## src/rtl/trs_pkg.sv

```systemverilog
//------------------------------------------------------------------------------
// trs_pkg
// Shared types, constants and tables for the affine matrix builder.
//------------------------------------------------------------------------------
package trs_pkg;

  localparam int CORDIC_STEPS = 24;
  localparam int FRAC_BITS    = 16;

  localparam int ANG_W   = 17;
  localparam int POS_W   = 32;
  localparam int TRIG_W  = 34;   // cordic datapath, Q2.30 plus guard
  localparam int FR_W    = FRAC_BITS + 3; // trig value width in FRAC_BITS

  localparam logic signed [17:0] ANG_FULL    = 18'sd46080;
  localparam logic signed [17:0] ANG_HALF    = 18'sd23040;
  localparam logic signed [17:0] ANG_QUARTER = 18'sd11520;
  localparam logic signed [17:0] ANG_THREEQ  = 18'sd34560;
  localparam logic signed [18:0] RAD_PER_UNIT_Q30 = 19'sd146409;
  localparam logic signed [TRIG_W-1:0] CORDIC_GAIN_Q30 = TRIG_W'(32'h26DD3B6A);

  localparam int IN_W  = 3 * POS_W + 3 * ANG_W + 3 * POS_W;
  localparam int IN_TW = ((IN_W + 7) / 8) * 8;
  localparam int OUT_W = 12 * POS_W;

  typedef struct packed {
    logic signed [POS_W-1:0] pos_x;
    logic signed [POS_W-1:0] pos_y;
    logic signed [POS_W-1:0] pos_z;
    logic signed [ANG_W-1:0] ang_x;
    logic signed [ANG_W-1:0] ang_y;
    logic signed [ANG_W-1:0] ang_z;
    logic signed [POS_W-1:0] scl_x;
    logic signed [POS_W-1:0] scl_y;
    logic signed [POS_W-1:0] scl_z;
  } item_t;

  // folded angle and sign flag for one axis
  typedef struct packed {
    logic signed [17:0] th;
    logic               neg;
  } fold_t;

  typedef struct packed {
    logic signed [POS_W-1:0] pos_x;
    logic signed [POS_W-1:0] pos_y;
    logic signed [POS_W-1:0] pos_z;
    fold_t                   fx;
    fold_t                   fy;
    fold_t                   fz;
    logic signed [POS_W-1:0] scl_x;
    logic signed [POS_W-1:0] scl_y;
    logic signed [POS_W-1:0] scl_z;
  } cls_t;

  function automatic logic signed [TRIG_W-1:0] atan_q30(input int k);
    logic [31:0] t;
    unique case (k)
      0: t = 32'h3243F6A8;  1: t = 32'h1DAC6705;  2: t = 32'h0FADBAFC;
      3: t = 32'h07F56EA6;  4: t = 32'h03FEAB76;  5: t = 32'h01FFD55B;
      6: t = 32'h00FFFAAA;  7: t = 32'h007FFF55;  8: t = 32'h003FFFEA;
      9: t = 32'h001FFFFD;  10: t = 32'h000FFFFF; 11: t = 32'h0007FFFF;
      12: t = 32'h0003FFFF; 13: t = 32'h0001FFFF; 14: t = 32'h0000FFFF;
      15: t = 32'h00007FFF; 16: t = 32'h00003FFF; 17: t = 32'h00001FFF;
      18: t = 32'h00000FFF; 19: t = 32'h000007FF; 20: t = 32'h000003FF;
      21: t = 32'h000001FF; 22: t = 32'h000000FF; 23: t = 32'h0000007F;
      24: t = 32'h0000003F; 25: t = 32'h0000001F; 26: t = 32'h0000000F;
      27: t = 32'h00000008; 28: t = 32'h00000004; 29: t = 32'h00000002;
      30: t = 32'h00000001;
      default: t = 32'h00000000;
    endcase
    return TRIG_W'(t);
  endfunction

  // round half up then arithmetic shift by FRAC_BITS
  function automatic logic signed [63:0] rnd_frac(input logic signed [63:0] v);
    logic signed [63:0] r;
    r = v + (64'sd1 <<< (FRAC_BITS - 1));
    return r >>> FRAC_BITS;
  endfunction

endpackage

```

## src/rtl/trs_front.sv

```systemverilog
//------------------------------------------------------------------------------
// trs_front
// Accept input beats, wrap each angle into one turn and fold to a half turn.
//------------------------------------------------------------------------------
module trs_front (
  input  logic                 clk,
  input  logic                 rst,
  input  logic                 in_valid,
  output logic                 in_ready,
  input  trs_pkg::item_t       in_item,
  output logic                 cls_valid,
  input  logic                 cls_ready,
  output trs_pkg::cls_t        cls_item
);
  import trs_pkg::*;

  function automatic fold_t fold(input logic signed [ANG_W-1:0] a);
    logic signed [17:0] w;
    fold_t f;
    w = 18'(a);
    // two corrections bring any 17 bit value into one turn
    if (w < 0) w = w + ANG_FULL;
    if (w < 0) w = w + ANG_FULL;
    if (w >= ANG_FULL) w = w - ANG_FULL;
    if (w >= ANG_FULL) w = w - ANG_FULL;
    f.neg = 1'b0;
    if (w <= ANG_QUARTER) f.th = w;
    else if (w < ANG_THREEQ) begin
      f.th = w - ANG_HALF;
      f.neg = 1'b1;
    end else f.th = w - ANG_FULL;
    return f;
  endfunction

  assign in_ready = !cls_valid || cls_ready;

  always_ff @(posedge clk) begin
    if (rst) begin
      cls_valid <= 1'b0;
    end else if (in_ready) begin
      cls_valid <= in_valid;
    end
  end

  always_ff @(posedge clk) begin
    if (in_ready && in_valid) begin
      cls_item.pos_x <= in_item.pos_x;
      cls_item.pos_y <= in_item.pos_y;
      cls_item.pos_z <= in_item.pos_z;
      cls_item.fx    <= fold(in_item.ang_x);
      cls_item.fy    <= fold(in_item.ang_y);
      cls_item.fz    <= fold(in_item.ang_z);
      cls_item.scl_x <= in_item.scl_x;
      cls_item.scl_y <= in_item.scl_y;
      cls_item.scl_z <= in_item.scl_z;
    end
  end
endmodule

```

## config.mk

```make
export PLATFORM = sky130hd
export DESIGN_NAME = trs_front
export DESIGN_NICKNAME = d
export VERILOG_FILES = /design/src/rtl/trs_pkg.sv /design/src/rtl/trs_front.sv
export SDC_FILE = /design/constraint.sdc
export NUM_CORES = 1
export LEC_CHECK = 0
export BUFFER_PORTS_ARGS = -buffer_cell sky130_fd_sc_hd__buf_2
export CORE_AREA = 2 2 192 194
export DETAILED_ROUTE_END_ITERATION = 7
export DIE_AREA = 0 0 194 196
export PLACE_DENSITY_LB_ADDON = 0.3
export SYNTH_ARGS = -nofsm -noshare
export SYNTH_HDL_FRONTEND = slang
export SYNTH_SLANG_ARGS = --single-unit
```

## constraint.sdc

```tcl
create_clock -name clk -period 16.25 [get_ports clk]
set_clock_uncertainty 0.2 [all_clocks]
set_input_delay 0.8125 -clock clk [delete_from_list [all_inputs] [get_ports clk]]
set_output_delay 0.8125 -clock clk [all_outputs]
set_load 0.01 [all_outputs]
```

Word-level counts from Yosys, hierarchy flattened --
Cells that the tools add are included.
Cells by class: multiplexer cells 33, add/subtract/negate cells 18, magnitude comparators 18, reduce and logical (&&, ||, !) cells 3
Operators with widths (number):
- $mux 18 | 30
- $sub 18x17->18 const B | 9
- $ge 18x17->1 const B | 6
- $add 17x17->18 const B | 3
- $add 18x17->18 const B | 3
- $le 18x15->1 const B | 3
- $lt 18x1->1 const B | 3
- $lt 18x17->1 const B | 3
- $sub 18x16->18 const B | 3
- $lt 17x1->1 const B | 3
- $mux 1 | 3
- $logic_and 1x1->1 | 1
- $logic_not 1->1 | 1
- $logic_or 1x1->1 | 1
Word-level totals: input port bits 247, register bits after elaboration 250

Longest topological paths before layout --
depth after elaboration 16, depth in mapped cells 25, mapped depth without buffers 24

Worst setup path after synthesis --
OpenSTA, ideal clock, no wires.
path kind input to register, start point input port cls_ready, end point register cls_item[0] (netlist bit), enable pin, setup time 642 ps, stages 2, data required time 15408 ps, path slack 8714 ps, path buffers 0, arrival 6694 ps, path through nand2b_1 and2_1
On the way: longest elaborated chain between the ends 2
Ends and longest elaborated chain:
- start: declaration | RTL line trs_front.sv:12 | input logic cls_ready,
- $logic_or 1x1->1 | RTL line trs_front.sv:35 | assign in_ready = !cls_valid || cls_ready;
- $logic_and 1x1->1 | RTL line trs_front.sv:46 | if (in_ready && in_valid) begin
- end: declaration | RTL line trs_front.sv:13 | output trs_pkg::cls_t cls_item
No other way between the ends. A chain may end at the register's enable or synchronous reset.

Final worst setup path --
start point input port in_item[106] (netlist bit), end point register cls_item[114] (netlist bit) (data pin)
On the way: longest elaborated chain between the ends 15, elaborated cells on any way between the ends 22
Ends and longest elaborated chain:
- start: declaration | RTL line trs_front.sv:10 | input trs_pkg::item_t in_item,
- $add 17x17->18 or $lt 17x1->1 (tied branches) | RTL line trs_front.sv:22 | if (w < 0) w = w + ANG_FULL;
- $mux 18 * | RTL line trs_front.sv:22
- $mux 18 * | RTL line trs_front.sv:46
- $add 18x17->18 or $lt 18x1->1 (tied branches) | RTL line trs_front.sv:23 | if (w < 0) w = w + ANG_FULL;
- $mux 18 * | RTL line trs_front.sv:23
- $mux 18 * | RTL line trs_front.sv:46
- $sub 18x17->18 or $ge 18x17->1 (tied branches) | RTL line trs_front.sv:24 | if (w >= ANG_FULL) w = w - ANG_FULL;
- $mux 18 * | RTL line trs_front.sv:24
- $mux 18 * | RTL line trs_front.sv:46
- $sub 18x17->18 or $ge 18x17->1 (tied branches) | RTL line trs_front.sv:25 | if (w >= ANG_FULL) w = w - ANG_FULL;
- $mux 18 * | RTL line trs_front.sv:25
- $mux 18 * | RTL line trs_front.sv:46
- $sub 18x17->18 (tied with other cells) | RTL line trs_front.sv:31 | end else f.th = w - ANG_FULL;
- $mux 18 | RTL line trs_front.sv:28 | else if (w < ANG_THREEQ) begin
- $mux 18 * | RTL line trs_front.sv:27 | if (w <= ANG_QUARTER) f.th = w;
Every way passes the cells marked *; elsewhere a longest branch is shown, timed or not. The select of a mux whose other input is x is not followed.

==> metrics.txt <==
# nets final 1631; peak supply drop 0.106 mV; antenna viol nets, final 0; clock buffer count from CTS 28; Initial Utilization 32.6%; wire length per cell 22.5 um; DRT Pass-1 Iters 5; CTS tree yes; Max Fclk 161 MHz; Final Cycle Share 38.1%; CTS clock-pin slew for the worst setup and hold paths 60 ps; synthesized instance count 855; PortBufs 497; # clock sinks 250; initial antenna violation count 35; Final setup viols 0; synth unique cells 100; detailed placement HPWL 34300 um; Post-Syn Area 0.0118 mm2; GRT overflow 0; GRT Util Overall 20.9%; die height 196 um; nature of the critical path startpoint input port; max-cap violations 0; DR vias 9490; Setup CP Type in2reg; hold slack final 219 ps; post-CTS sizing 0; TNS Setup 0 ps; first-pass GRT wire length 59200 um; Post-synth EDFFs 249; cell family contributing the most delay on the critical path compound AO/OA/AOI/OAI gates; LEAKAGE 0.00646 uW; worst-margin pin slew 1020 ps; layout cell share with drive strength beyond 1 44.6%; RSZ-0062 raised after global routing no; ys flop type edfxtp_1; slowest CP cell o22ai_1; CP max FO 8; GPL Wtd Cong 0.940; DRT Wirelength 41900 um; Syn Area/Cell 13.7 um2; post-synthesis async set-or-reset flop share 0%; warnings from Yosys 0; most used cell, CP ha_1; core area 0.0361 mm2; critical path capture point type register; fin util 43.6%; Clock Path Buffers 3; most frequent cells in the layout 497 x buf_2, 249 x edfxtp_1, 53 x nor2_1; Clock Latency Late Sink 560 ps; Area after DPL 0.0148 mm2; normalized max-slew margin 32.3%; I/O pins 498; Placed Instances 1807; R2R Setup Slk 12800 ps; Yosys reg bits 250; clock root cell clkbuf_16; CP max stage delay 560 ps; # rows 70; min cycle time layout 6200 ps; largest net degree at the start of global routing 80; DIE WIDTH 194 um; Setup Fix Bufs, Post-CTS 0; status complete, no violations; Buffers & Inverters on Critical Path 2; sequential area share after synthesis 63.8%; Final Hold Fails 0; crit path cell chain buf_2, ha_1, mux2_2, ha_1, mux2_2, inv_2, ha_1, nor2b_1, a41oi_1, or4_1, o2111ai_2, nand2_1, o22ai_1, nand2b_1, nor2_1, xor2_1, ha_1, and3_1, nor3_1, nand3_1, a21oi_1, o21ai_1, a22o_1, a21o_1; area grow syn2layout 33.9%; H-Tree Depth 1; residual DRC count 0; fin area 0.0157 mm2; Cell Pwr Density 121 mW/mm2; Syn Nets 1117; Data arrival, critical path 6320 ps; Cell Count, Final, Fillers Out 1866; Via density 5.09; vias in the first global route 9035; DR iter-0 viols 674; most common cell after layout, fill and taps aside buf_2; Critical Path RT 16370 ps; Pins Over Slew Limit 0; Post-CTS Hold Buffers 0; die area 0.0380 mm2; Hold Path Class in2reg
==> where the power goes <==
| part | switching, uW | internal (uW) | total [uW] |
|---|---|---|---|
| Clock | 269 | 385 | 654 |
| Sequential | 14.8 | 784 | 798 |
| Combinational | 275 | 171 | 446 |
| Total | 559 | 1340 | 1900 |
==> per-layer routing <==
layer,vias to the layer above,part of all wire [%],global-route usage (%)
li1,4415,-,-
met4,32,2.7,7.30
met1,4506,41,26.8
met5,-,0.47,0
met3,83,11,8.75
met2,454,45,31.7
==> worst reg2reg max path: stages, from the launching register on <==
cell and delay, ps:
dfxtp_1 310, nand2b_1 270, and2_4 490, buf_4 760
buf_4 990
==> per-stage QoR <==
step | worst slack (ps) | total power (uW)
floorplan | 8710 | 1100
global placement | 9710 | 1250
detailed placement | 9610 | 1250
CTS | 10180 | 1910
global route | 9670 | 1990
finish | 10050 | 1900
==> registers in the layout (all words and copies together), names as in the netlist <==
register   cells
cls_valid      1
cls_item     249
==> Yosys cell counts (5+ instances only) <==
| master | n | area [um2] |
|---|---|---|
| edfxtp_1 | 249 | 7480 |
| nor2_1 | 53 | 199 |
| a21oi_1 | 42 | 210 |
| nand2_1 | 42 | 158 |
| inv_1 | 27 | 101 |
| o21ai_0 | 27 | 135 |
| xnor2_1 | 25 | 219 |
| xor2_1 | 19 | 166 |
| nand2b_1 | 18 | 113 |
| a21o_1 | 17 | 128 |
| nand3_1 | 17 | 85.1 |
| ha_1 | 15 | 188 |
| nor3_1 | 14 | 70.1 |
| a211oi_1 | 13 | 97.6 |
| and2_1 | 13 | 81.3 |
| and3_1 | 12 | 75.1 |
| mux2i_1 | 12 | 120 |
| o21a_1 | 11 | 82.6 |
| nor4_1 | 10 | 62.6 |
| o21ai_1 | 10 | 50.1 |
| o22ai_1 | 10 | 62.6 |
| or3_1 | 10 | 62.6 |
| a211o_1 | 8 | 70.1 |
| or2_2 | 8 | 50.1 |
| nand4_1 | 7 | 43.8 |
| nor2b_1 | 7 | 43.8 |
| o211ai_1 | 7 | 52.6 |
| a31oi_1 | 6 | 37.5 |
| buf_2 | 6 | 30.0 |
| mux2_2 | 6 | 67.6 |
| o22a_1 | 5 | 43.8 |
| o31a_1 | 5 | 43.8 |
| o32ai_1 | 5 | 43.8 |
==> cell type report <==
class | count | area, um2
clock inverters | 21 | 254
diodes | 7 | 17.5
inverters | 29 | 109
fillers | 3365 | 20400
well taps | 468 | 586
multi-input cells | 560 | 4050
flip-flops and latches | 250 | 7500
repair buffers | 500 | 2510
clock buffers | 31 | 712
==> cells by family (layout without fill, tap and decap cells) <==
kind of cell	after synthesis	in the layout	share of synthesized area [%]
flip-flops	250	250	63.8
AO/OA/AOI/OAI	248	248	16.8
AND/OR/NAND/NOR	233	233	10.8
XOR/XNOR	46	46	3.65
buffers and inverters	45	581	1.79
multiplexers	18	18	1.60
adder cells (fa/ha/maj)	15	15	1.60
other	0	7	0
==> final timing paths <==
check	from	cells after the start	to
setup reg to reg	cls_valid	4	cls_item[205]
setup / recovery	in_item[106]	24	cls_item[114]
hold reg to reg	cls_valid	2	cls_valid
hold / removal	in_item[28]	1	cls_item[28]
No activity file was read; power rests on OpenSTA's default activity.
