## config.mk

```make
export PLATFORM = sky130hd
export DESIGN_NAME = trs_fifo
export DESIGN_NICKNAME = d
export VERILOG_FILES = /design/src/rtl/trs_pkg.sv /design/src/rtl/trs_fifo.sv
export SDC_FILE = /design/constraint.sdc
export NUM_CORES = 1
export LEC_CHECK = 0
export ABC_CLOCK_PERIOD_IN_PS = 40400
export BUFFER_PORTS_ARGS = -buffer_cell sky130_fd_sc_hd__buf_2
export CAP_MARGIN = 5
export CORE_MARGIN = 2
export CORE_UTILIZATION = 50
export CTS_CLUSTER_DIAMETER = 30
export DETAILED_ROUTE_END_ITERATION = 6
export PLACE_DENSITY = 0.76
export SYNTH_ARGS = -nofsm -noshare
export SYNTH_HDL_FRONTEND = slang
export SYNTH_SLANG_ARGS = --single-unit
```

## constraint.sdc

```tcl
create_clock -name clk -period 40.4 [get_ports clk]
set_clock_uncertainty 0.05 [all_clocks]
set_input_delay 6.06 -clock clk [delete_from_list [all_inputs] [get_ports clk]]
set_output_delay 6.06 -clock clk [all_outputs]
set_load 0.03 [all_outputs]
```

## src/rtl/trs_pkg.sv

```systemverilog
//------------------------------------------------------------------------------
// trs_pkg
// Shared types, constants and tables for the affine matrix builder.
//------------------------------------------------------------------------------
package trs_pkg;

  localparam int CORDIC_STEPS = 24;
  localparam int FRAC_BITS    = 16;

  localparam int ANG_W   = 17;
  localparam int POS_W   = 32;
  localparam int TRIG_W  = 34;   // cordic datapath, Q2.30 plus guard
  localparam int FR_W    = FRAC_BITS + 3; // trig value width in FRAC_BITS

  localparam logic signed [17:0] ANG_FULL    = 18'sd46080;
  localparam logic signed [17:0] ANG_HALF    = 18'sd23040;
  localparam logic signed [17:0] ANG_QUARTER = 18'sd11520;
  localparam logic signed [17:0] ANG_THREEQ  = 18'sd34560;
  localparam logic signed [18:0] RAD_PER_UNIT_Q30 = 19'sd146409;
  localparam logic signed [TRIG_W-1:0] CORDIC_GAIN_Q30 = TRIG_W'(32'h26DD3B6A);

  localparam int IN_W  = 3 * POS_W + 3 * ANG_W + 3 * POS_W;
  localparam int IN_TW = ((IN_W + 7) / 8) * 8;
  localparam int OUT_W = 12 * POS_W;

  typedef struct packed {
    logic signed [POS_W-1:0] pos_x;
    logic signed [POS_W-1:0] pos_y;
    logic signed [POS_W-1:0] pos_z;
    logic signed [ANG_W-1:0] ang_x;
    logic signed [ANG_W-1:0] ang_y;
    logic signed [ANG_W-1:0] ang_z;
    logic signed [POS_W-1:0] scl_x;
    logic signed [POS_W-1:0] scl_y;
    logic signed [POS_W-1:0] scl_z;
  } item_t;

  // folded angle and sign flag for one axis
  typedef struct packed {
    logic signed [17:0] th;
    logic               neg;
  } fold_t;

  typedef struct packed {
    logic signed [POS_W-1:0] pos_x;
    logic signed [POS_W-1:0] pos_y;
    logic signed [POS_W-1:0] pos_z;
    fold_t                   fx;
    fold_t                   fy;
    fold_t                   fz;
    logic signed [POS_W-1:0] scl_x;
    logic signed [POS_W-1:0] scl_y;
    logic signed [POS_W-1:0] scl_z;
  } cls_t;

  function automatic logic signed [TRIG_W-1:0] atan_q30(input int k);
    logic [31:0] t;
    unique case (k)
      0: t = 32'h3243F6A8;  1: t = 32'h1DAC6705;  2: t = 32'h0FADBAFC;
      3: t = 32'h07F56EA6;  4: t = 32'h03FEAB76;  5: t = 32'h01FFD55B;
      6: t = 32'h00FFFAAA;  7: t = 32'h007FFF55;  8: t = 32'h003FFFEA;
      9: t = 32'h001FFFFD;  10: t = 32'h000FFFFF; 11: t = 32'h0007FFFF;
      12: t = 32'h0003FFFF; 13: t = 32'h0001FFFF; 14: t = 32'h0000FFFF;
      15: t = 32'h00007FFF; 16: t = 32'h00003FFF; 17: t = 32'h00001FFF;
      18: t = 32'h00000FFF; 19: t = 32'h000007FF; 20: t = 32'h000003FF;
      21: t = 32'h000001FF; 22: t = 32'h000000FF; 23: t = 32'h0000007F;
      24: t = 32'h0000003F; 25: t = 32'h0000001F; 26: t = 32'h0000000F;
      27: t = 32'h00000008; 28: t = 32'h00000004; 29: t = 32'h00000002;
      30: t = 32'h00000001;
      default: t = 32'h00000000;
    endcase
    return TRIG_W'(t);
  endfunction

  // round half up then arithmetic shift by FRAC_BITS
  function automatic logic signed [63:0] rnd_frac(input logic signed [63:0] v);
    logic signed [63:0] r;
    r = v + (64'sd1 <<< (FRAC_BITS - 1));
    return r >>> FRAC_BITS;
  endfunction

endpackage

```

## src/rtl/trs_fifo.sv

```systemverilog
//------------------------------------------------------------------------------
// trs_fifo
// Two-entry queue between the front and the back.
//------------------------------------------------------------------------------
module trs_fifo (
  input  logic          clk,
  input  logic          rst,
  input  logic          wr_valid,
  output logic          wr_ready,
  input  trs_pkg::cls_t wr_data,
  output logic          rd_valid,
  input  logic          rd_ready,
  output trs_pkg::cls_t rd_data
);
  import trs_pkg::*;

  cls_t       mem [2];
  logic       wp, rp;
  logic [1:0] cnt;

  assign wr_ready = (cnt != 2'd2);
  assign rd_valid = (cnt != 2'd0);
  assign rd_data  = mem[rp];

  always_ff @(posedge clk) begin
    if (wr_valid && wr_ready) mem[wp] <= wr_data;
  end

  always_ff @(posedge clk) begin
    if (rst) begin
      wp <= 1'b0;
      rp <= 1'b0;
      cnt <= 2'd0;
    end else begin
      if (wr_valid && wr_ready) wp <= ~wp;
      if (rd_valid && rd_ready) rp <= ~rp;
      cnt <= cnt + 2'(wr_valid && wr_ready) - 2'(rd_valid && rd_ready);
    end
  end
endmodule

```

Word level (Yosys, flattened, before mapping):

Memories as Yosys holds them, arrays and structs flattened. A register that Yosys moved wholly into a read port is not among the register bits.
Cells that the tools add are included.

* bitwise logic cells: 2
* eq/ne operators: 1
* muxes and demuxes: 4
* reduce and logical (&&, ||, !) cells: 3
* add/sub/neg operators: 2

Operator list (count)
* $mux 1: 4
* $add 2x1->2: 1
* $logic_and 1x1->1: 2
* $ne 2x2->1 const B: 1
* $not 1->1: 2
* $reduce_bool 2->1: 1
* $sub 2x1->2: 1

* logic and storage cells: 16
* memories kept: 1
* output and inout bits: 251
* memory bits (writable): 498
* register bits: 4
* input bits: 253

Memories
* mem: depth 2, bits a word 249, rd ports 1, clocked after Yosys merged registers in 1, write ports 1, line trs_fifo.sv:17 `cls_t mem [2];`

Longest topological paths before layout:

Gate-level depths: netlist of the first run.

* depth in word-level cells: 4
* mapped depth: 8
* gate-level depth less buffers: 8

Worst setup path after synthesis of the first run:

OpenSTA, ideal clock, no wires.

* kind: input to register
* start point: in wr_valid
* end point: mem mem[0][0] (netlist bit), enable pin
* buffers on the path: 0
* stages on the path: 2
* required time: 39.486 ns
* setup time: 0.864 ns
* slack: 23.017 ns
* data arrival time: 16.469 ns
* cells stage by stage: nand2_1 -> nor2_1

* cells in the longest elaborated chain, start to end: 3

Ends and longest elaborated chain
* from (decl): line trs_fifo.sv:8 `input logic wr_valid,`
* $logic_and 1x1->1: line trs_fifo.sv:26 `if (wr_valid && wr_ready) mem[wp] <= wr_data;`
* $mux 1: line trs_fifo.sv:26
* $mux 1 (not written as such): line trs_fifo.sv:26
* to (decl): line trs_fifo.sv:17

Every way passes these cells.

==> metrics.cfg, run 1 <==
[run_status]
status = completed

[power]
total_power_uw = 1900
swShare = 0.300
p_seq_frac = 0.359
p_per_area_nw_per_um2 = 76.0
intPower_uw = 1330
power.leakage_uw = 0.00986
ir_worst_vdd_mv = 0.0469
p_sw_uw = 570
clockPowerShare = 0.386
power.share.combinational = 0.255

[timing]
max_freq_mhz = 108
worst_slew_pin_slew_ns = 1.11
setup_viol = 0
fin_crit_sh = 0.230
rsz0062_at_grt = false
setup_tns_ns = 0
finalMaxSlewViolations = 0
fin_crit_ns = 9.29
slew_headroom = 0.259
hold_viol = 0

[setup_path]
crit_fanout = 59
crit_required_ns = 34.29
arrival_ns = 3.18
r2r_slack_ns = 36.94
critPathLaunchType = flip-flop
path_class = flip-flop to output port
cp-end-kind = output port

[yosys]
synth_cell_types = 17
syn_avg_cell_area_um2 = 23.8
netlist_instances = 799
ys_seq_area_frac = 0.791
yosysWarnings = 0
synth_top_area_frac = 0.785
ys_seq_elements = 503
syn-cell-area_um2 = 19000
synth_largest_area_cell = edfxtp_1
synth_area_leaders = edfxtp_1, mux2_4, mux2_2, buf_6, dfxtp_1
synth.net_count = 1054

[global_routing]
grt_pass1_wl_um = 56400
track_usage = 0.192
antenna_found_initial = 19
grt_max_degree = 135
grt_pass1_vias = 10200
overflow = 0

[route]
drtPass1Iterations = 4
post_drt_wl_per_cell_um = 20.2
via_count = 9695
drt-total-wl_um = 39800
final_antenna_net_count = 0
drt_iter0_drc = 415
viasPerCell = 4.92
remaining_drc_errors = 0

[placed_design]
gp_congestion = 0.732
dp_hpwl_um = 26100
io_buffer_count = 503

[clock_network]
cts_tree = done
clk_pin_slew_ns = 0.05
clk-insertion-delay-late_ns = 0.59
numCtsBuffers = 89
root_buffer = clkbuf_16
h-tree-depth = 3
cts_buffer_depth = 3
cts.sinks = 503
post_cts.repair.setup_buffers = 0
cts_hold_buffers = 0
ctsResizeCount = 0

[final_layout]
area_growth_pct = 31.5
final_util = 0.666
drive_above_1_share = 0.628
nNetsFinal = 1629

[die]
die_h_um = 199
die-area_um2 = 39700
rows = 71
chipWidth_um = 199
coreArea_um2 = 37600
start_util = 0.507
io-pin-count = 504

[hold_path]
hold_class = flip-flop to flip-flop

[flow_run]
cap_violations = 0

power groups by stage:
stage          clock (uW)  combinational (uW)  sequential (uW)
5_1_grt               772                 509              689
2_1_floorplan           0                 378              705
3_3_place_gp            0                 485              688
3_5_place_dp            0                 488              693
6_report              735                 485              683
4_1_cts               749                 490              684
layer usage:
metal	track usage	wire [um]	vias to the layer above
li1	-	-	4386
met1	0.199	13700	4736
met2	0.325	20200	461
met3	0.0901	4420	98
met4	0.101	1350	14
met5	0	97	-
area by class of cell:
class	count	area (um2)
diodes	12	30.0
clock buffers	96	2270
well taps	511	639
inverters	1	3.75
clock inverters	67	741
fillers	2484	12500
multi-input cells	267	3700
repair buffers	512	2600
flip-flops and latches	503	15100
synth_stat cells:
master      n
ha_1        2
mux2_2     48
o21a_1      1
xnor2_1     2
inv_1       1
xor2_1      1
or2_2       1
nor2b_1     2
dfxtp_1     5
nor2_1      5
buf_6      25
nand2_1     1
buf_2       3
edfxtp_1  498
mux2_4    202
nand2b_1    1
and3_1      1
placed cells by master, fill, tap and decap left out, drive strengths merged:
| cell type | count |
|---|---|
| inv | 8 |
| bufinv | 13 |
| ha | 2 |
| buf | 512 |
| or2 | 1 |
| clkinvlp | 11 |
| xor2 | 1 |
| mux2 | 250 |
| and3 | 1 |
| o21a | 1 |
| diode | 12 |
| nand2b | 1 |
| nor2 | 5 |
| nand2 | 1 |
| edfxtp | 498 |
| dfxtp | 5 |
| nor2b | 2 |
| clkinv | 36 |
| clkbuf | 96 |
| xnor2 | 2 |
critical path, cell delays in order, from the launching register on:
cell and delay (ns):
dfxtp_4 0.95, buf_4 0.94, mux2_4 0.36, buf_2 0.18
worst paths after layout:
| path | startpoint | to | cells after the start |
|---|---|---|---|
| worst max-delay path | flip-flop | rd_data[60] | 3 |
| worst min-delay path | rp | flip-flop | 2 |
| worst max register to register | cnt[0] | mem[1][45] | 4 |
| worst min register to register | rp | flip-flop | 2 |
cell families (layout without fill, tap and decap cells):
| group | Yosys count | count (layout) | share of synthesized area |
|---|---|---|---|
| buffers and inverters | 29 | 676 | 0.0158 |
| muxes | 250 | 250 | 0.188 |
| AOI/OAI and AO/OA | 1 | 1 | 0.000394 |
| and+or+nand+nor | 11 | 11 | 0.00283 |
| adders and majority gates | 2 | 2 | 0.00131 |
| DFF | 503 | 503 | 0.791 |
| xor gates and xnor gates | 3 | 3 | 0.00138 |
| other | 0 | 12 | 0 |
per-stage QoR:
step / hold slack [ns] / area (um2) / worst slack [ns] / instances
final: 0.476 / 25000 / 31.11 / 1969
after global routing: 0.499 / 25000 / 30.95 / 1966
after CTS: 0.487 / 25000 / 31.00 / 1957
after detailed placement: 0.464 / 22000 / 31.35 / 1794
after global placement: 0.444 / 22000 / 31.40 / 1794
after floorplan: 0.431 / 19000 / 23.02 / 799
state kept, by name (all words and copies together) (netlist names), named ones only:
name	flops
mem	498
cnt	2
rp	1
wp	1
No activity file was read; power rests on OpenSTA's default activity.
==> run 2, diff against run 1 <==
==> config.mk (replaced) <==
export PLATFORM = sky130hd
export DESIGN_NAME = trs_fifo
export DESIGN_NICKNAME = d
export VERILOG_FILES = /design/src/rtl/trs_pkg.sv /design/src/rtl/trs_fifo.sv
export SDC_FILE = /design/constraint.sdc
export NUM_CORES = 1
export LEC_CHECK = 0
export ABC_CLOCK_PERIOD_IN_PS = 8200
export BUFFER_PORTS_ARGS = -buffer_cell sky130_fd_sc_hd__buf_2
export CAP_MARGIN = 5
export CORE_MARGIN = 2
export CORE_UTILIZATION = 47
export CTS_CLUSTER_DIAMETER = 30
export DETAILED_ROUTE_END_ITERATION = 6
export PLACE_DENSITY = 0.75
export SYNTH_ARGS = -nofsm -noshare
export SYNTH_HDL_FRONTEND = slang
export SYNTH_SLANG_ARGS = --single-unit
==> constraint.sdc (replaced) <==
create_clock -name clk -period 8.2 [get_ports clk]
set_clock_uncertainty 0.05 [all_clocks]
set_input_delay 1.23 -clock clk [delete_from_list [all_inputs] [get_ports clk]]
set_output_delay 1.23 -clock clk [all_outputs]
set_load 0.03 [all_outputs]
==> run 2 against run 1 <==
Compared with the run above:
- via count is 0.35% lower
- die area is 6.3% higher
- register-to-register slack worse by 32 ns
- cell count is 0.36% higher
- highest routed layer unchanged
==> metrics.cfg, run 2 (synthesis results as in run 1) <==
[run_status]
status = completed

[setup_path]
arrival_ns = 2.92
r2r_end = mem[0][51]
reg2reg_depth = 5
critPathSlowestCell = buf_4
crit_fanout = 56
rr_startpoint = cnt[0]
path_class = flip-flop to output port
r2r_slack_ns = 5.32
path_cells = buf_4 > mux2_2 > buf_2
crit_required_ns = 6.92
cp-end-kind = output port
slowest_delay_ns = 0.87
critPathLaunchType = flip-flop

[clock_network]
root_buffer = clkbuf_16
clk-insertion-delay-late_ns = 0.58
cts_hold_buffers = 0
h-tree-depth = 3
numCtsBuffers = 87
post_cts.repair.setup_buffers = 0
cts_buffer_depth = 3
cts_tree = done
clk_pin_slew_ns = 0.05
ctsResizeCount = 0
cts.sinks = 503

[global_routing]
track_usage = 0.185
antenna_found_initial = 11
grt_pass1_wl_um = 57800
overflow = 0
grt_pass1_vias = 10200
grt_max_degree = 130

[final_layout]
largest_reg_flops = 498
reg_top3 = mem x498, cnt x2
area_growth_pct = 31.2
nNetsFinal = 1627
fill_cells = 2720
drive_above_1_share = 0.633
largest_register = mem
layout_common_cells = buf_2, edfxtp_1, mux2_4
final_common_cell = buf_2

[die]
chipWidth_um = 205
die-area_um2 = 42100
start_util = 0.478
io-pin-count = 504
coreArea_um2 = 39800
die_h_um = 205
rows = 73

[timing]
slew_headroom = 0.269
finalMaxSlewViolations = 0
setup_tns_ns = 0
whs_ns = 0.502
worst_slew_pin_slew_ns = 1.10
rsz0062_at_grt = false
max_freq_mhz = 238
fin_crit_sh = 0.512
setup_viol = 0
fin_crit_ns = 4.20
hold_viol = 0

[route]
remaining_drc_errors = 0
route.met2.wl_um = 20800
top_layer_used = met5
post_drt_wl_per_cell_um = 20.3
final_antenna_net_count = 0
drtPass1Iterations = 4
drt_iter0_drc = 476
drt-total-wl_um = 40100
met1_length_um = 13900
via_count = 9661
wl_met3_um = 4040
viasPerCell = 4.89

[hold_path]
hold-path-cell-count = 2
hold_class = flip-flop to flip-flop
hp-start = rp

[power]
ir_worst_vdd_mv = 0.250
power.leakage_uw = 0.00982
p_per_area_nw_per_um2 = 371
total_power_uw = 9270

[placed_design]
gp_congestion = 0.805
io_buffer_count = 503
dp_hpwl_um = 26900

[flow_run]
cap_violations = 0

==> run 2: changes by cell type in the layout (fill, tap and decap cells not counted), moves of 2 or more <==
cell,change
clkinv_4,+2
clkbuf_1,+3
inv_6,+2
clkinv_1,-11
clkinv_2,+4
bufinv_16,-3
diode_2,-5
inv_16,-2
clkinvlp_4,+3
==> run 2: critical path: cells and delay by family, from the launching register on <==
family,cells,cell delay (ns)
flops,1,0.80
buf+inv,2,1.05
mux,1,0.43
==> run 2: power breakdown <==
group,leakage [uW],internal (uW),switching [uW]
registers,0.00470,3240,123
clock network,0.00142,2340,1190
logic,0.00371,909,1460
==> run 2: cell type report <==
cell class | count | area (um2) | area share
Sequential cell | 503 | 15100 | 0.603
Clock inverter | 61 | 631 | 0.0252
Tap cell | 525 | 657 | 0.0263
Inverter | 1 | 3.75 | 0.000150
Multi-Input combinational cell | 267 | 3700 | 0.148
Clock buffer | 100 | 2310 | 0.0925
Antenna cell | 7 | 17.5 | 0.000701
Timing Repair Buffer | 512 | 2610 | 0.104
==> run 2: worst max-delay path by stage <==
stage              start           end  slack [ns]  cells after the start
6_report       flip-flop  rd_data[248]        4.00                      3
5_1_grt        flip-flop  rd_data[248]        3.85                      3
4_1_cts        flip-flop  rd_data[248]        3.95                      3
3_5_place_dp    wr_valid   mem[0][120]        4.56                      5
3_3_place_gp    wr_valid   mem[0][120]        4.60                      5
2_1_floorplan   wr_valid     mem[1][0]        0.55                      1
==> run 2: metrics by stage <==
stage                     cells  cell area [um2]  setup WS (ns)  utilization
after global routing       1973            25000           3.85        0.627
after floorplan             799            19000          0.553            -
after CTS                  1969            25000           3.95        0.627
final                      1976            25000           4.00        0.627
after detailed placement   1808            22000           4.56        0.553
after global placement     1808            22000           4.60        0.553
==> run 2: layer usage <==
metal	vias to the layer above	GRT usage
met4	10	0.0912
met5	-	0
met2	422	0.318
met3	93	0.0779
met1	4753	0.195
li1	4383	-
==> run 3, diff against run 2 <==
--- a/config.mk
+++ b/config.mk
@@ -5,14 +5,14 @@
 export SDC_FILE = /design/constraint.sdc
 export NUM_CORES = 1
 export LEC_CHECK = 0
-export ABC_CLOCK_PERIOD_IN_PS = 8200
+export ABC_CLOCK_PERIOD_IN_PS = 4050
 export BUFFER_PORTS_ARGS = -buffer_cell sky130_fd_sc_hd__buf_2
 export CAP_MARGIN = 5
 export CORE_MARGIN = 2
-export CORE_UTILIZATION = 47
+export CORE_UTILIZATION = 50
 export CTS_CLUSTER_DIAMETER = 30
 export DETAILED_ROUTE_END_ITERATION = 6
-export PLACE_DENSITY = 0.75
+export PLACE_DENSITY = 0.76
 export SYNTH_ARGS = -nofsm -noshare
 export SYNTH_HDL_FRONTEND = slang
 export SYNTH_SLANG_ARGS = --single-unit
==> constraint.sdc (replaced) <==
create_clock -name clk -period 4.05 [get_ports clk]
set_clock_uncertainty 0.05 [all_clocks]
set_input_delay 0.6075 -clock clk [delete_from_list [all_inputs] [get_ports clk]]
set_output_delay 0.6075 -clock clk [all_outputs]
set_load 0.03 [all_outputs]
==> run 3 against run 2 <==
Compared with the run above:
- worst setup slack worse by 3.0 ns
- global-route usage grew 1.3 points
- sequential power up 100%
- utilization rose by 4.7 points
- final area grew 1.4%
- register-to-register slack worse by 3.4 ns
- via count is 1.8% higher
- critical endpoint is now rd_data[245]
- largest cell class unchanged
==> metrics.cfg, run 3 (synthesis results as in run 1) <==
[run_status]
status = completed

[final_layout]
reg_top3 = mem x498, cnt x2
layout_common_cells = buf_2, edfxtp_1, mux2_4
fin_area_um2 = 25300
nNetsFinal = 1642
final_common_cell = buf_2
largest_reg_flops = 498
drive_above_1_share = 0.635
largest_register = mem
final_util = 0.674
fill_cells = 2409
area_growth_pct = 33.1

[timing]
worst_slew_pin_slew_ns = 0.877
max_freq_mhz = 329
hold_viol = 0
finalMaxSlewViolations = 0
slew_headroom = 0.416
fin_crit_sh = 0.751
fin_crit_ns = 3.04
setup_viol = 0
rsz0062_at_grt = false
setup_tns_ns = 0

[die]
die_h_um = 199
coreArea_um2 = 37600
rows = 71
die-area_um2 = 39700
start_util = 0.507
chipWidth_um = 199
io-pin-count = 504

[clock_network]
numCtsBuffers = 91
ctsResizeCount = 0
clk-insertion-delay-late_ns = 0.58
cts_tree = done
root_buffer = clkbuf_16
clk_pin_slew_ns = 0.05
cts.sinks = 503
cts_buffer_depth = 3
cts_hold_buffers = 0
post_cts.repair.setup_buffers = 0
h-tree-depth = 3

[power]
power.leakage_uw = 0.00998
total_power_uw = 19200
ir_worst_vdd_mv = 0.481
p_per_area_nw_per_um2 = 758

[setup_path]
crit_required_ns = 3.39
slowest_delay_ns = 0.78
r2r_slack_ns = 1.91
arrival_ns = 2.38
rr_startpoint = cnt[0]
path_cells = buf_4 > mux2_2 > buf_2
critPathSlowestCell = dfxtp_4
crit_fanout = 34
critPathLaunchType = flip-flop
cp-end-kind = output port
path_class = flip-flop to output port

[placed_design]
gp_congestion = 0.816
io_buffer_count = 503
place_area_um2 = 22200
dp_hpwl_um = 26500

[global_routing]
grt_max_degree = 107
grt_pass1_wl_um = 57700
grt_pass1_vias = 10300
antenna_found_initial = 19
overflow = 0
track_usage = 0.198

[route]
drt-total-wl_um = 40900
drtPass1Iterations = 4
remaining_drc_errors = 0
final_antenna_net_count = 0
via_count = 9831
viasPerCell = 4.96
drt_iter0_drc = 414
post_drt_wl_per_cell_um = 20.6

[hold_path]
hold_class = primary input to flip-flop
hp-start = wr_data[42]

[flow_run]
cap_violations = 0

run 3: path summary, 6_finish.rpt:
| check | cells past startpoint | end |
|---|---|---|
| max | 3 | rd_data[245] |
| min | 1 | mem[1][42] |
| max reg2reg | 3 | mem[1][71] |
| min reg2reg | 2 | rp |
run 3: critical path: cells and delay by family (launching register included):
| family | cells | cell delay, ns |
|---|---|---|
| flip-flops | 1 | 0.78 |
| buffers and inverters | 2 | 0.60 |
| multiplexers | 1 | 0.40 |
run 3: routing by layer:
| layer | GRT usage | up-vias | wire length, um |
|---|---|---|---|
| li1 | - | 4434 | - |
| met1 | 0.209 | 4825 | 14400 |
| met2 | 0.336 | 451 | 20900 |
| met3 | 0.0827 | 105 | 4090 |
| met4 | 0.105 | 16 | 1440 |
| met5 | 0 | - | 111 |
run 3: final cells by class:
class	count	area [um2]	area share
flip-flops and latches	503	15100	0.594
multi-input cells	267	3720	0.147
repair buffers	523	2790	0.110
clock buffers	98	2350	0.0926
clock inverters	68	742	0.0293
well taps	511	639	0.0252
diodes	13	32.5	0.00128
inverters	1	3.75	0.000148
run 3: power by group:
group / leakage, uW / total, uW / switching [uW] / internal, uW
clock: 0.00148 / 7500 / 2480 / 5020
sequential: 0.00470 / 6780 / 232 / 6550
combinational: 0.00380 / 4930 / 3050 / 1890
total: 0.00998 / 19200 / 5760 / 13500
run 3: metrics by stage:
step | hold slack, ns | cells | setup slack (ns)
after global placement | 0.446 | 1805 | 1.60
after detailed placement | 0.449 | 1805 | 1.58
final | 0.157 | 1984 | 1.01
after floorplan | 0.431 | 799 | -0.748
after CTS | 0.121 | 1971 | 0.940
after global routing | 0.132 | 1980 | 0.908
